File: src/frbt_pkg.sv
// Shared types and constants of the flood-routing bundle table.
// Used by the table cell, the top level and the port checker; no dependencies.
package frbt_pkg;

  localparam int unsigned TABLE_ENTRIES_DEF  = 10;
  localparam int unsigned NEIGHBOR_SLOTS_DEF = 1;

  localparam int unsigned BUNDLE_W = 16;
  localparam int unsigned SOURCE_W = 32;
  localparam int unsigned ADDR_W   = 16;

  typedef enum logic [1:0] {
    FUNC_NEIGHBOR = 2'd0,
    FUNC_INSERT   = 2'd1,
    FUNC_DELETE   = 2'd2,
    FUNC_TX_DONE  = 2'd3
  } func_e;

  typedef enum logic {
    KIND_OFFER  = 1'b0,
    KIND_STATUS = 1'b1
  } kind_e;

  typedef enum logic [2:0] {
    STATUS_DONE      = 3'd0,
    STATUS_DUPLICATE = 3'd1,
    STATUS_FULL      = 3'd2,
    STATUS_NOT_FOUND = 3'd3,
    STATUS_IGNORED   = 3'd4
  } status_e;

  typedef enum logic [1:0] {
    CELL_HOLD   = 2'd0,
    CELL_SHIFT  = 2'd1,
    CELL_LOAD   = 2'd2,
    CELL_RECORD = 2'd3
  } cell_op_e;

  // Command to one cell: its operation plus the broadcast request fields.
  typedef struct packed {
    cell_op_e            op;
    logic [BUNDLE_W-1:0] bundle;
    logic [SOURCE_W-1:0] source;
    logic [ADDR_W-1:0]   nbr;
  } cell_ctrl_t;

  // Status one cell reports back against the broadcast request.
  typedef struct packed {
    logic valid;
    logic match;
    logic offer;
    logic at_limit;
  } cell_stat_t;

endpackage

File: src/frbt_cell.sv
// One entry of the flood-routing bundle table.
// Depends on frbt_pkg; loads, records, or takes its neighbor's contents.
module frbt_cell #(
  parameter int unsigned NEIGHBOR_SLOTS = frbt_pkg::NEIGHBOR_SLOTS_DEF,
  localparam int unsigned CNT_W = $clog2(NEIGHBOR_SLOTS + 1)
) (
  input  logic                                            clk_i,
  input  logic                                            rst_ni,
  input  frbt_pkg::cell_ctrl_t                            ctrl_i,
  input  logic                                            nxt_valid_i,
  input  logic [frbt_pkg::BUNDLE_W-1:0]                   nxt_bundle_i,
  input  logic [frbt_pkg::SOURCE_W-1:0]                   nxt_source_i,
  input  logic [NEIGHBOR_SLOTS-1:0][frbt_pkg::ADDR_W-1:0] nxt_sent_i,
  input  logic [CNT_W-1:0]                                nxt_count_i,
  output logic                                            valid_o,
  output logic [frbt_pkg::BUNDLE_W-1:0]                   bundle_o,
  output logic [frbt_pkg::SOURCE_W-1:0]                   source_o,
  output logic [NEIGHBOR_SLOTS-1:0][frbt_pkg::ADDR_W-1:0] sent_o,
  output logic [CNT_W-1:0]                                count_o,
  output frbt_pkg::cell_stat_t                            stat_o
);
  import frbt_pkg::*;

  logic                                  valid_q, valid_d;
  logic [BUNDLE_W-1:0]                   bundle_q, bundle_d;
  logic [SOURCE_W-1:0]                   source_q, source_d;
  logic [NEIGHBOR_SLOTS-1:0][ADDR_W-1:0] sent_q, sent_d;
  logic [CNT_W-1:0]                      count_q, count_d;
  logic                                  sourced;
  logic                                  seen;

  always_comb begin
    valid_d  = valid_q;
    bundle_d = bundle_q;
    source_d = source_q;
    sent_d   = sent_q;
    count_d  = count_q;
    case (ctrl_i.op)
      CELL_SHIFT: begin
        valid_d  = nxt_valid_i;
        bundle_d = nxt_bundle_i;
        source_d = nxt_source_i;
        sent_d   = nxt_sent_i;
        count_d  = nxt_count_i;
      end
      CELL_LOAD: begin
        valid_d  = 1'b1;
        bundle_d = ctrl_i.bundle;
        source_d = ctrl_i.source;
        sent_d   = '0;
        count_d  = '0;
      end
      CELL_RECORD: begin
        // Write the next free slot, then advance the count.
        for (int s = 0; s < NEIGHBOR_SLOTS; s++) begin
          if (CNT_W'(s) == count_q) begin
            sent_d[s] = ctrl_i.nbr;
          end
        end
        count_d = count_q + CNT_W'(1);
      end
      default: begin
      end
    endcase
  end

  always_comb begin
    sourced = (source_q == {{(SOURCE_W - 8){1'b0}}, ctrl_i.nbr[7:0]});
    seen    = 1'b0;
    for (int s = 0; s < NEIGHBOR_SLOTS; s++) begin
      if (sent_q[s] == ctrl_i.nbr) begin
        seen = 1'b1;
      end
    end
    stat_o.valid    = valid_q;
    stat_o.match    = valid_q && (bundle_q == ctrl_i.bundle);
    stat_o.offer    = valid_q && !sourced && !seen;
    stat_o.at_limit = (count_q == CNT_W'(NEIGHBOR_SLOTS));
  end

  always_ff @(posedge clk_i or negedge rst_ni) begin
    if (!rst_ni) begin
      valid_q <= 1'b0;
      sent_q  <= '0;
      count_q <= '0;
    end else begin
      valid_q <= valid_d;
      sent_q  <= sent_d;
      count_q <= count_d;
    end
  end

  always_ff @(posedge clk_i) begin
    bundle_q <= bundle_d;
    source_q <= source_d;
  end

  assign valid_o  = valid_q;
  assign bundle_o = bundle_q;
  assign source_o = source_q;
  assign sent_o   = sent_q;
  assign count_o  = count_q;

endmodule

File: src/flood_route_bundle_table.sv
// Top level of the flood-routing bundle table: a chain of frbt_cell entries
// and the request sequencer. Depends on frbt_pkg and frbt_cell.
//
//  channel   | handshake                    | payload
//  ----------+------------------------------+-------------------------------------
//  request   | start, busy (start && !busy) | func_i, bundle_num_i, source_node_i,
//            |                              | neighbor_addr_i, tx_ok_i
//  result    | res_strobe_o (one cycle)     | kind_o, out_bundle_o, out_neighbor_o,
//            |                              | status_o, discard_request_o, last_o
//
// Insert, delete and transmit done hold busy in their execute state; the status
// result shows in the cycle after. A new neighbor holds busy through the scan and
// flush: the chain rotates one entry per cycle past the head cell, so the table
// depth sets the scan length. Each offer waits until the next one is found or the
// scan ends, so that the final one can carry last. Reset clears valid bits, sent
// slots and counts at once; the receiver cannot stall, each result lasts a cycle.
module flood_route_bundle_table #(
  parameter int unsigned TABLE_ENTRIES  = frbt_pkg::TABLE_ENTRIES_DEF,
  parameter int unsigned NEIGHBOR_SLOTS = frbt_pkg::NEIGHBOR_SLOTS_DEF
) (
  input  logic        clk_i,
  input  logic        rst_ni,
  input  logic        start,
  output logic        busy,
  input  logic [1:0]  func_i,
  input  logic [15:0] bundle_num_i,
  input  logic [31:0] source_node_i,
  input  logic [15:0] neighbor_addr_i,
  input  logic        tx_ok_i,
  output logic        res_strobe_o,
  output logic        kind_o,
  output logic [15:0] out_bundle_o,
  output logic [15:0] out_neighbor_o,
  output logic [2:0]  status_o,
  output logic        discard_request_o,
  output logic        last_o
);
  import frbt_pkg::*;

  localparam int unsigned CNT_W = $clog2(NEIGHBOR_SLOTS + 1);
  localparam int unsigned IDX_W = (TABLE_ENTRIES > 1) ? $clog2(TABLE_ENTRIES) : 1;

  typedef enum logic [1:0] {
    ST_IDLE,
    ST_EXEC,
    ST_SCAN,
    ST_FLUSH
  } state_e;

  state_e              state_q;
  func_e               req_func_q;
  logic [BUNDLE_W-1:0] req_bundle_q;
  logic [SOURCE_W-1:0] req_source_q;
  logic [ADDR_W-1:0]   req_nbr_q;
  logic                req_ok_q;
  logic [IDX_W-1:0]    scan_q;
  logic                pend_q;
  logic [BUNDLE_W-1:0] pend_bundle_q;

  logic                res_strobe_q;
  kind_e               kind_q;
  logic [BUNDLE_W-1:0] out_bundle_q;
  logic [ADDR_W-1:0]   out_nbr_q;
  status_e             status_q;
  logic                disc_q;
  logic                last_q;

  // Cell chain wiring.
  cell_ctrl_t                            cell_ctrl  [TABLE_ENTRIES];
  cell_stat_t                            cell_stat  [TABLE_ENTRIES];
  logic                                  cell_valid [TABLE_ENTRIES];
  logic [BUNDLE_W-1:0]                   cell_bundle[TABLE_ENTRIES];
  logic [SOURCE_W-1:0]                   cell_source[TABLE_ENTRIES];
  logic [NEIGHBOR_SLOTS-1:0][ADDR_W-1:0] cell_sent  [TABLE_ENTRIES];
  logic [CNT_W-1:0]                      cell_count [TABLE_ENTRIES];

  // What the last cell takes in on a shift: the head during a scan
  // (rotation), an empty entry on removal.
  logic                                  wrap_valid;
  logic [BUNDLE_W-1:0]                   wrap_bundle;
  logic [SOURCE_W-1:0]                   wrap_source;
  logic [NEIGHBOR_SLOTS-1:0][ADDR_W-1:0] wrap_sent;
  logic [CNT_W-1:0]                      wrap_count;

  cell_op_e exec_op[TABLE_ENTRIES];
  status_e  exec_status;
  logic     exec_disc;
  logic     any_match;
  logic     limit_hit;
  logic     full;
  logic     hit;
  logic     after_match[TABLE_ENTRIES];
  logic     insert_here[TABLE_ENTRIES];

  assign busy = (state_q != ST_IDLE);

  always_comb begin
    if (state_q == ST_SCAN) begin
      wrap_valid  = cell_valid[0];
      wrap_bundle = cell_bundle[0];
      wrap_source = cell_source[0];
      wrap_sent   = cell_sent[0];
      wrap_count  = cell_count[0];
    end else begin
      wrap_valid  = 1'b0;
      wrap_bundle = cell_bundle[0];
      wrap_source = cell_source[0];
      wrap_sent   = '0;
      wrap_count  = '0;
    end
  end

  // Match, removal range and insertion point, from the cells' own flags.
  always_comb begin
    any_match = 1'b0;
    limit_hit = 1'b0;
    hit       = 1'b0;
    full      = cell_valid[TABLE_ENTRIES-1];
    for (int i = 0; i < TABLE_ENTRIES; i++) begin
      any_match      = any_match | cell_stat[i].match;
      limit_hit      = limit_hit | (cell_stat[i].match & cell_stat[i].at_limit);
      hit            = hit | cell_stat[i].match;
      after_match[i] = hit;
      insert_here[i] = !cell_valid[i] && ((i == 0) || cell_valid[(i == 0) ? 0 : i - 1]);
    end
  end

  always_comb begin
    exec_status = STATUS_DONE;
    exec_disc   = 1'b0;
    for (int i = 0; i < TABLE_ENTRIES; i++) begin
      exec_op[i] = CELL_HOLD;
    end
    case (req_func_q)
      FUNC_INSERT: begin
        if (any_match) begin
          exec_status = STATUS_DUPLICATE;
        end else if (full) begin
          exec_status = STATUS_FULL;
        end else begin
          for (int i = 0; i < TABLE_ENTRIES; i++) begin
            if (insert_here[i]) exec_op[i] = CELL_LOAD;
          end
        end
      end
      FUNC_DELETE: begin
        if (!any_match) begin
          exec_status = STATUS_NOT_FOUND;
        end else begin
          for (int i = 0; i < TABLE_ENTRIES; i++) begin
            if (after_match[i]) exec_op[i] = CELL_SHIFT;
          end
        end
      end
      FUNC_TX_DONE: begin
        if (!req_ok_q) begin
          exec_status = STATUS_IGNORED;
        end else if (!any_match) begin
          exec_status = STATUS_NOT_FOUND;
        end else if (limit_hit) begin
          // Sent to every slot already: drop the entry and ask for discard.
          exec_disc = 1'b1;
          for (int i = 0; i < TABLE_ENTRIES; i++) begin
            if (after_match[i]) exec_op[i] = CELL_SHIFT;
          end
        end else begin
          for (int i = 0; i < TABLE_ENTRIES; i++) begin
            if (cell_stat[i].match) exec_op[i] = CELL_RECORD;
          end
        end
      end
      default: begin
      end
    endcase
  end

  for (genvar g = 0; g < TABLE_ENTRIES; g++) begin : g_cell
    always_comb begin
      cell_ctrl[g].bundle = req_bundle_q;
      cell_ctrl[g].source = req_source_q;
      cell_ctrl[g].nbr    = req_nbr_q;
      case (state_q)
        ST_EXEC: cell_ctrl[g].op = exec_op[g];
        ST_SCAN: cell_ctrl[g].op = CELL_SHIFT;
        default: cell_ctrl[g].op = CELL_HOLD;
      endcase
    end

    if (g == TABLE_ENTRIES - 1) begin : g_tail
      frbt_cell #(
        .NEIGHBOR_SLOTS(NEIGHBOR_SLOTS)
      ) u_cell (
        .clk_i       (clk_i),
        .rst_ni      (rst_ni),
        .ctrl_i      (cell_ctrl[g]),
        .nxt_valid_i (wrap_valid),
        .nxt_bundle_i(wrap_bundle),
        .nxt_source_i(wrap_source),
        .nxt_sent_i  (wrap_sent),
        .nxt_count_i (wrap_count),
        .valid_o     (cell_valid[g]),
        .bundle_o    (cell_bundle[g]),
        .source_o    (cell_source[g]),
        .sent_o      (cell_sent[g]),
        .count_o     (cell_count[g]),
        .stat_o      (cell_stat[g])
      );
    end else begin : g_body
      frbt_cell #(
        .NEIGHBOR_SLOTS(NEIGHBOR_SLOTS)
      ) u_cell (
        .clk_i       (clk_i),
        .rst_ni      (rst_ni),
        .ctrl_i      (cell_ctrl[g]),
        .nxt_valid_i (cell_valid[g+1]),
        .nxt_bundle_i(cell_bundle[g+1]),
        .nxt_source_i(cell_source[g+1]),
        .nxt_sent_i  (cell_sent[g+1]),
        .nxt_count_i (cell_count[g+1]),
        .valid_o     (cell_valid[g]),
        .bundle_o    (cell_bundle[g]),
        .source_o    (cell_source[g]),
        .sent_o      (cell_sent[g]),
        .count_o     (cell_count[g]),
        .stat_o      (cell_stat[g])
      );
    end
  end

  // Sequencer and registered results.
  always_ff @(posedge clk_i or negedge rst_ni) begin
    if (!rst_ni) begin
      state_q       <= ST_IDLE;
      req_func_q    <= FUNC_NEIGHBOR;
      req_bundle_q  <= '0;
      req_source_q  <= '0;
      req_nbr_q     <= '0;
      req_ok_q      <= 1'b0;
      scan_q        <= '0;
      pend_q        <= 1'b0;
      pend_bundle_q <= '0;
      res_strobe_q  <= 1'b0;
      kind_q        <= KIND_OFFER;
      out_bundle_q  <= '0;
      out_nbr_q     <= '0;
      status_q      <= STATUS_DONE;
      disc_q        <= 1'b0;
      last_q        <= 1'b0;
    end else begin
      res_strobe_q <= 1'b0;
      case (state_q)
        ST_IDLE: begin
          if (start) begin
            req_func_q   <= func_e'(func_i);
            req_bundle_q <= bundle_num_i;
            req_source_q <= source_node_i;
            req_nbr_q    <= neighbor_addr_i;
            req_ok_q     <= tx_ok_i;
            scan_q       <= '0;
            pend_q       <= 1'b0;
            state_q      <= (func_e'(func_i) == FUNC_NEIGHBOR) ? ST_SCAN : ST_EXEC;
          end
        end
        ST_EXEC: begin
          res_strobe_q <= 1'b1;
          kind_q       <= KIND_STATUS;
          out_bundle_q <= req_bundle_q;
          out_nbr_q    <= (req_func_q == FUNC_TX_DONE) ? req_nbr_q : '0;
          status_q     <= exec_status;
          disc_q       <= exec_disc;
          last_q       <= 1'b1;
          state_q      <= ST_IDLE;
        end
        ST_SCAN: begin
          // Hold the newest offer back until the next one shows it is not last.
          if (cell_stat[0].offer) begin
            if (pend_q) begin
              res_strobe_q <= 1'b1;
              kind_q       <= KIND_OFFER;
              out_bundle_q <= pend_bundle_q;
              out_nbr_q    <= req_nbr_q;
              status_q     <= STATUS_DONE;
              disc_q       <= 1'b0;
              last_q       <= 1'b0;
            end
            pend_q        <= 1'b1;
            pend_bundle_q <= cell_bundle[0];
          end
          if (scan_q == IDX_W'(TABLE_ENTRIES - 1)) begin
            state_q <= ST_FLUSH;
          end else begin
            scan_q <= scan_q + IDX_W'(1);
          end
        end
        ST_FLUSH: begin
          if (pend_q) begin
            res_strobe_q <= 1'b1;
            kind_q       <= KIND_OFFER;
            out_bundle_q <= pend_bundle_q;
            out_nbr_q    <= req_nbr_q;
            status_q     <= STATUS_DONE;
            disc_q       <= 1'b0;
            last_q       <= 1'b1;
          end
          pend_q  <= 1'b0;
          state_q <= ST_IDLE;
        end
        default: begin
          state_q <= ST_IDLE;
        end
      endcase
    end
  end

  assign res_strobe_o      = res_strobe_q;
  assign kind_o            = kind_q;
  assign out_bundle_o      = out_bundle_q;
  assign out_neighbor_o    = out_nbr_q;
  assign status_o          = status_q;
  assign discard_request_o = disc_q;
  assign last_o            = last_q;

endmodule

File: config.mk
export PLATFORM = sky130hd
export DESIGN_NAME = flood_route_bundle_table
export DESIGN_NICKNAME = d
export VERILOG_FILES = /design/src/frbt_pkg.sv /design/src/frbt_cell.sv /design/src/flood_route_bundle_table.sv
export SDC_FILE = /design/constraint.sdc
export NUM_CORES = 2
export LEC_CHECK = 0
export BUFFER_PORTS_ARGS = -buffer_cell sky130_fd_sc_hd__buf_2
export CORE_ASPECT_RATIO = 1.5
export CORE_UTILIZATION = 57
export DETAILED_ROUTE_END_ITERATION = 10
export GPL_TIMING_DRIVEN = 0
export HOLD_SLACK_MARGIN = 0.15
export PLACE_DENSITY_LB_ADDON = 0.3
export SYNTH_ARGS = -nofsm -noshare
export SYNTH_HDL_FRONTEND = slang
export SYNTH_SLANG_ARGS = --single-unit
File: constraint.sdc
create_clock -name clk_i -period 4.1 [get_ports clk_i]
set_input_delay 0.205 -clock clk_i [delete_from_list [all_inputs] [get_ports clk_i]]
set_output_delay 0.205 -clock clk_i [all_outputs]
set_load 0.05 [all_outputs]
# --- Word-level counts from Yosys, hierarchy flattened ---
# Cells that the tools add are included.
word_totals:
  wordCells: 398
  regBits: 789
op_classes:
  add_sub_neg: 11
  bitwise_logic: 28
  reduce_logical: 76
  eq_ne: 65
  muxes: 152
ops:
  columns: ["operator", "n"]
  rows:
  - ["32-bit case mux with 2 select lines", 10]
  - ["16-bit case mux with 3 select lines", 12]
  - ["16-bit case mux with 2 select lines", 10]
  - ["16-bit two-way mux", 16]
  - ["16-bit equality test", 11]
  - ["20-bit two-way mux", 5]
  - ["20-bit case mux with 3 select lines", 1]
  - ["2-bit two-way mux", 26]
  - ["2-bit equality test, second input constant", 24]
  - ["1-bit case mux with 3 select lines", 15]
  - ["2-bit case mux with 2 select lines", 10]
  - ["3-bit nonzero test", 12]
  - ["32-bit by 8-bit equality test with 1-bit output", 1]
  - ["2-bit != test, second input constant", 15]
  - ["2-bit AND reduction", 14]
  - ["1-bit two-way mux", 27]
  - ["2-bit by 1-bit equality test with 1-bit output, second input constant", 12]
  - ["2-bit nonzero test", 12]
  - ["1-bit logical AND", 21]
  - ["1-bit case mux with 2 select lines", 10]
  - ["19-bit two-way mux", 1]
  - ["1-bit OR", 18]
  - ["3-bit case mux with 3 select lines", 2]
  - ["1-bit zero test", 11]
  - ["other kinds (13)", 36]

# --- Depth between registers and ports, before layout ---
depth:
  ltp_word: 20
  ltp_mapped: 17
  depth_no_buf: 12

# --- Hierarchy ---
# From an unflattened synthesis, not the netlist that was laid out.
hier_totals:
  hier_cells: 3039
  area_unflattened_um2: 39773.1
by_module_without_submodules:
  columns: ["module", "cells_each", "n_inst", "area_each_um2"]
  rows:
  - ["frbt_cell", 253, 10, 3388.2]
  - ["flood_route_bundle_table", 509, 1, 5890.6]

# --- Worst setup path before layout ---
# No wires, ideal clock.
synth_timing:
  path_kind: "register to register"
  start: "register req_bundle_q[5]"
  end: "register g_cell[1].g_body.u_cell.bundle_q[0], enable pin"
  setup_slack_ns: 0.138
  synth_period_minus_slack_ns: 3.962
  t_required_ns: 3.698
  stages_incl_launch_ff: 11
  n_path_buf: 0
  arrival_time_ns: 3.559
  setup_time_ns: 0.402
  path_cell_list: "dfrtp_1 xor2_1 nor4_1 nand2_1 or4_4 o2111a_1 a21o_1 and2_4 o221a_1 ha_1 inv_1"
synth_via:
  elab_chain_cells: 19
synth_rtl:
  columns: ["element", "line_no", "text"]
  rows:
  - ["start, declared", "flood_route_bundle_table.sv:52", "logic [BUNDLE_W-1:0] req_bundle_q;"]
  - ["start signal, assigned", "flood_route_bundle_table.sv:255", "req_bundle_q <= bundle_num_i;"]
  - ["16-bit equality test", "frbt_cell.sv:76", "stat_o.match = valid_q && (bundle_q == ctrl_i.bundle);"]
  - ["1-bit logical AND", "frbt_cell.sv:76", null]
  - ["1-bit bitwise AND", "flood_route_bundle_table.sv:121", "limit_hit = limit_hit | (cell_stat[i].match & cell_stat[i].at_limit);"]
  - ["1-bit OR (9 in a row)", "flood_route_bundle_table.sv:121", null]
  - ["20-bit two-way mux", "flood_route_bundle_table.sv:160", "end else if (limit_hit) begin"]
  - ["20-bit two-way mux", "flood_route_bundle_table.sv:158", "end else if (!any_match) begin"]
  - ["20-bit two-way mux", "flood_route_bundle_table.sv:156", "if (!req_ok_q) begin"]
  - ["20-bit case mux with 3 select lines (*)", "flood_route_bundle_table.sv:134", "case (req_func_q)"]
  - ["2-bit case mux with 2 select lines (*)", "flood_route_bundle_table.sv:182", "case (state_q)"]
  - ["2-bit by 1-bit equality test with 1-bit output / 2-bit equality test (equally long branches)", "frbt_cell.sv:38", "case (ctrl_i.op)"]
  - ["2-bit nonzero test (no source line) (*)", null, null]
  - ["end signal, assigned", "frbt_cell.sv:94", "bundle_q <= bundle_d;"]
  - ["end, declared", "frbt_cell.sv:25", "logic [BUNDLE_W-1:0] bundle_q, bundle_d;"]
# Mark *: on every way between the ends. The rest lies on a longest branch, timed or not.
# A chain may end at the register's enable or synchronous reset.

# --- Worst setup path after layout ---
layout_timing:
  start: "register req_bundle_q[4]"
  end: "register g_cell[5].g_body.u_cell.source_q[24], data pin"
layout_via:
  elab_chain_cells: 19
layout_rtl:
  columns: ["element", "line_no", "text"]
  rows:
  - ["16-bit equality test", "frbt_cell.sv:76", null]
  - ["1-bit logical AND", "frbt_cell.sv:76", null]
  - ["1-bit bitwise AND", "flood_route_bundle_table.sv:121", null]
  - ["1-bit OR (9 in a row)", "flood_route_bundle_table.sv:121", null]
  - ["20-bit two-way mux", "flood_route_bundle_table.sv:160", null]
  - ["20-bit two-way mux", "flood_route_bundle_table.sv:158", null]
  - ["20-bit two-way mux", "flood_route_bundle_table.sv:156", null]
  - ["20-bit case mux with 3 select lines (*)", "flood_route_bundle_table.sv:134", null]
  - ["2-bit case mux with 2 select lines (*)", "flood_route_bundle_table.sv:182", null]
  - ["2-bit equality test / 2-bit by 1-bit equality test with 1-bit output (equally long branches)", "frbt_cell.sv:38", null]
  - ["32-bit case mux with 2 select lines (*)", "frbt_cell.sv:38", null]
  - ["via g_cell[5].g_body.u_cell.source_d[24]", "frbt_cell.sv:26", "logic [SOURCE_W-1:0] source_q, source_d;"]
  - ["end signal, assigned", "frbt_cell.sv:95", "source_q <= source_d;"]
  - ["end, declared", "frbt_cell.sv:26", null]
# The timed path passes the listed nets; every way through them passes the cells marked *.

==> reports/metrics.cfg <==
[synthesis]
yosysWarnings=0
netlist_instances=2774
ys_types=64
syn_area_sq_mm=0.0369
syn_nets=2882
yosysSeqAreaShare_pct=60.1
synth-seq-cells=789
syn_avg_cell_area_sq_um=13.3
synth_ff_type=edfxtp_1
async_flop_share_pct=39.2
synth_edf_count=480

[timing]
drv_slew=0
rsz0062_at_grt=yes
period_needed_ns=4.08
relSlewSlack_pct=22.0
setup_viol=0
timing.final.ws_setup_ns=0.0192
hold_ws_ns=0.214
tns_ns=0
finalHoldViolations=0
fmax_mhz=245
fin_crit_sh_pct=99.5
fin_worst_skew_ns=0.0230
tightest_slew_ns=1.17

[clocking]
cts.sinks=789
cts_tree=built
insertion_delay_ns=0.65
clkTransAtPathRegs_ns=0.07
cts-root-buf=clkbuf_16
numCtsBuffers=74
cts_max_level=3
clockBufferDepth=3

[min_path]
min_path_type=in2async

[setup_path]
r2r_start=req_bundle_q[4]
worst-r2r-cell-count=14
critical_path_arrival_ns=4.47
rrSetupSlack_ns=0.02
critPathKind=reg2reg
critPathRequiredTime_ns=4.49
worstSetupEndpointType=flip-flop
startpoint_type=flip-flop
r2r_end=g_cell[5].g_body.u_cell.source_o[24]
worstPathMaxFanout=10

[flow_run]
maxCapViolCount=0

[cells_and_area]
drive_gt1_share_pct=35.1
syn_to_final_growth_pct=16.8
antenna_cells=0
fill_cells=4510
final_nets=3140
seqCellArea_sq_mm=0.0222
multi_input_area_sq_mm=0.0145

[floorplan]
fp.coreArea_sq_mm=0.0636
start_util_pct=57.9
die-area_sq_mm=0.0657
placementRows=113
die_height_um=313
die_w_um=210
ioPinCount=110

[pwr]
p_per_area_mw_per_mm2=673
power_mw=29.0
cellLeakagePower_nw=16.1
vdd_drop_max_mv=0.489

[grt]
grt_pass1_vias=25265
grt_max_degree=109
antenna_found_initial=1
grt_usage_pct=32.2
grt_pass1_wl_um=156000
overflow=0

[route]
via_per_inst=6.22
final_antenna_net_count=0
drt_iter0_markers=2335
wl_um=105000
post-route-drc-count=0
dr.pass1.iters=6
wire_per_inst_um=26.9
vias=24241

[outcome]
status=complete, no violations

[placed_design]
gp_congestion=0.951
io_buffers=109
pre_cts_ws_ns=-1.88
dp_hpwl_um=76600

==> metrics by stage <==
stage / area [sq um] / util [%] / cells
detailed placement: 38700 / 60.8 / 3700
finish: 43100 / 67.7 / 3898
floorplan: 36900 / - / 2774
global placement: 38400 / 60.4 / 3688
CTS: 42800 / 67.3 / 3904
global route: 43100 / 67.7 / 3898
==> layer usage <==
metal	wire, um	GRT usage (%)	up-vias
met5	26	0	-
met4	6440	19.3	4
met3	4800	3.66	276
met2	55000	57.7	912
met1	38600	36.9	12328
li1	-	-	10721
==> critical path, stage by stage, from the launching register on <==
cell and delay [ns]:
dfrtp_2 0.49, buf_4 0.24, xnor2_2 0.18, nand4_1 0.10, buf_4 0.15, nor4_4 0.05, buf_4 0.16, a32oi_1 0.20
o2111a_2 0.31, and3_2 0.29, nand2_4 0.14, o22ai_1 0.28, ha_2 0.46, buf_2 0.38, mux2_2 0.39
==> synthesized netlist by cell type, types with 23 or more instances <==
| library cell | n | area [sq um] |
|---|---|---|
| o21ai_0 | 61 | 305 |
| a22oi_1 | 163 | 1220 |
| nor4_1 | 23 | 144 |
| clkbuf_1 | 167 | 627 |
| nor2_1 | 203 | 762 |
| nand4_1 | 37 | 231 |
| a21oi_1 | 175 | 876 |
| buf_1 | 40 | 150 |
| mux2_2 | 564 | 6350 |
| dfrtp_1 | 309 | 7730 |
| xor2_1 | 45 | 394 |
| ha_1 | 38 | 475 |
| mux2i_1 | 27 | 270 |
| nand2_1 | 103 | 387 |
| xnor2_1 | 139 | 1220 |
| edfxtp_1 | 480 | 14400 |
==> cells in the final DEF, fill, tap and decap left out, drive strengths merged, types with 9 or more instances in the layout <==
cell / instances
mux2: 564
edfxtp: 480
dfrtp: 309
clkbuf: 244
buf: 204
nor2: 203
a21oi: 175
a22oi: 163
xnor2: 139
nand2: 105
dlygate4sd3: 69
o21ai: 64
xor2: 45
ha: 38
nand4: 37
mux2i: 27
inv: 27
nor4: 24
nand3: 20
nor3: 17
clkinv: 15
or2: 14
o21a: 10
nand2b: 9
==> power breakdown <==
part           leakage (nW)  switching, mW  internal (mW)
Sequential             8.00           1.64           10.6
Combinational          6.84           6.00           3.57
Clock                  1.24           3.10           4.12
==> kinds of logic after synthesis <==
family | count (synthesis) | synth area share [%]
compound gates | 460 | 7.86
xor+xnor | 184 | 4.37
fa+ha+maj | 38 | 1.29
buf+inv | 248 | 2.63
flops | 789 | 60.1
mux | 591 | 18.0
simple gates | 464 | 5.81
==> sequential cells by signal (all words and copies together) (netlist names), 32 cells and up <==
signal / count
req_source_q: 32
g_cell.g_body.u_cell.source_o: 288
g_cell.g_body.u_cell.sent_o: 144
g_cell.g_tail.u_cell.source_o: 32
g_cell.g_body.u_cell.bundle_o: 144
==> how the worst max path moves through the flow <==
| stage | start | endpoint | depth (start not counted) |
|---|---|---|---|
| 2_1_floorplan | req_bundle_q[5] | g_cell[1].g_body.u_cell.bundle_o[0] | 10 |
| 5_1_grt | req_bundle_q[14] | g_cell[3].g_body.u_cell.sent_o[5] | 15 |
| 6_report | req_bundle_q[4] | g_cell[5].g_body.u_cell.source_o[24] | 14 |
| 3_3_place_gp | rst_ni | req_source_q[17] | 1 |
| 4_1_cts | req_bundle_q[4] | g_cell[8].g_body.u_cell.bundle_o[0] | 14 |
| 3_5_place_dp | req_bundle_q[4] | g_cell[9].g_tail.u_cell.source_o[23] | 15 |
==> cell type report <==
cell class | instances | area share [%]
plain buffers | 197 | 2.42
repair buffers | 212 | 3.96
flip-flops and latches | 789 | 51.5
multi-input cells | 1737 | 33.7
inverters | 21 | 0.218
clock buffers | 108 | 5.09
clock inverters | 29 | 0.776
well taps | 805 | 2.34
==> what timing repair did <==
action	in CTS	in global routing
hold buffers	69	0
gates resized for setup	239	98
setup endpoints to repair	1140	642
pin swaps	17	10
hold endpoints to repair	170	0
buffers inserted	18	4
No activity file was read; power rests on OpenSTA's default activity.
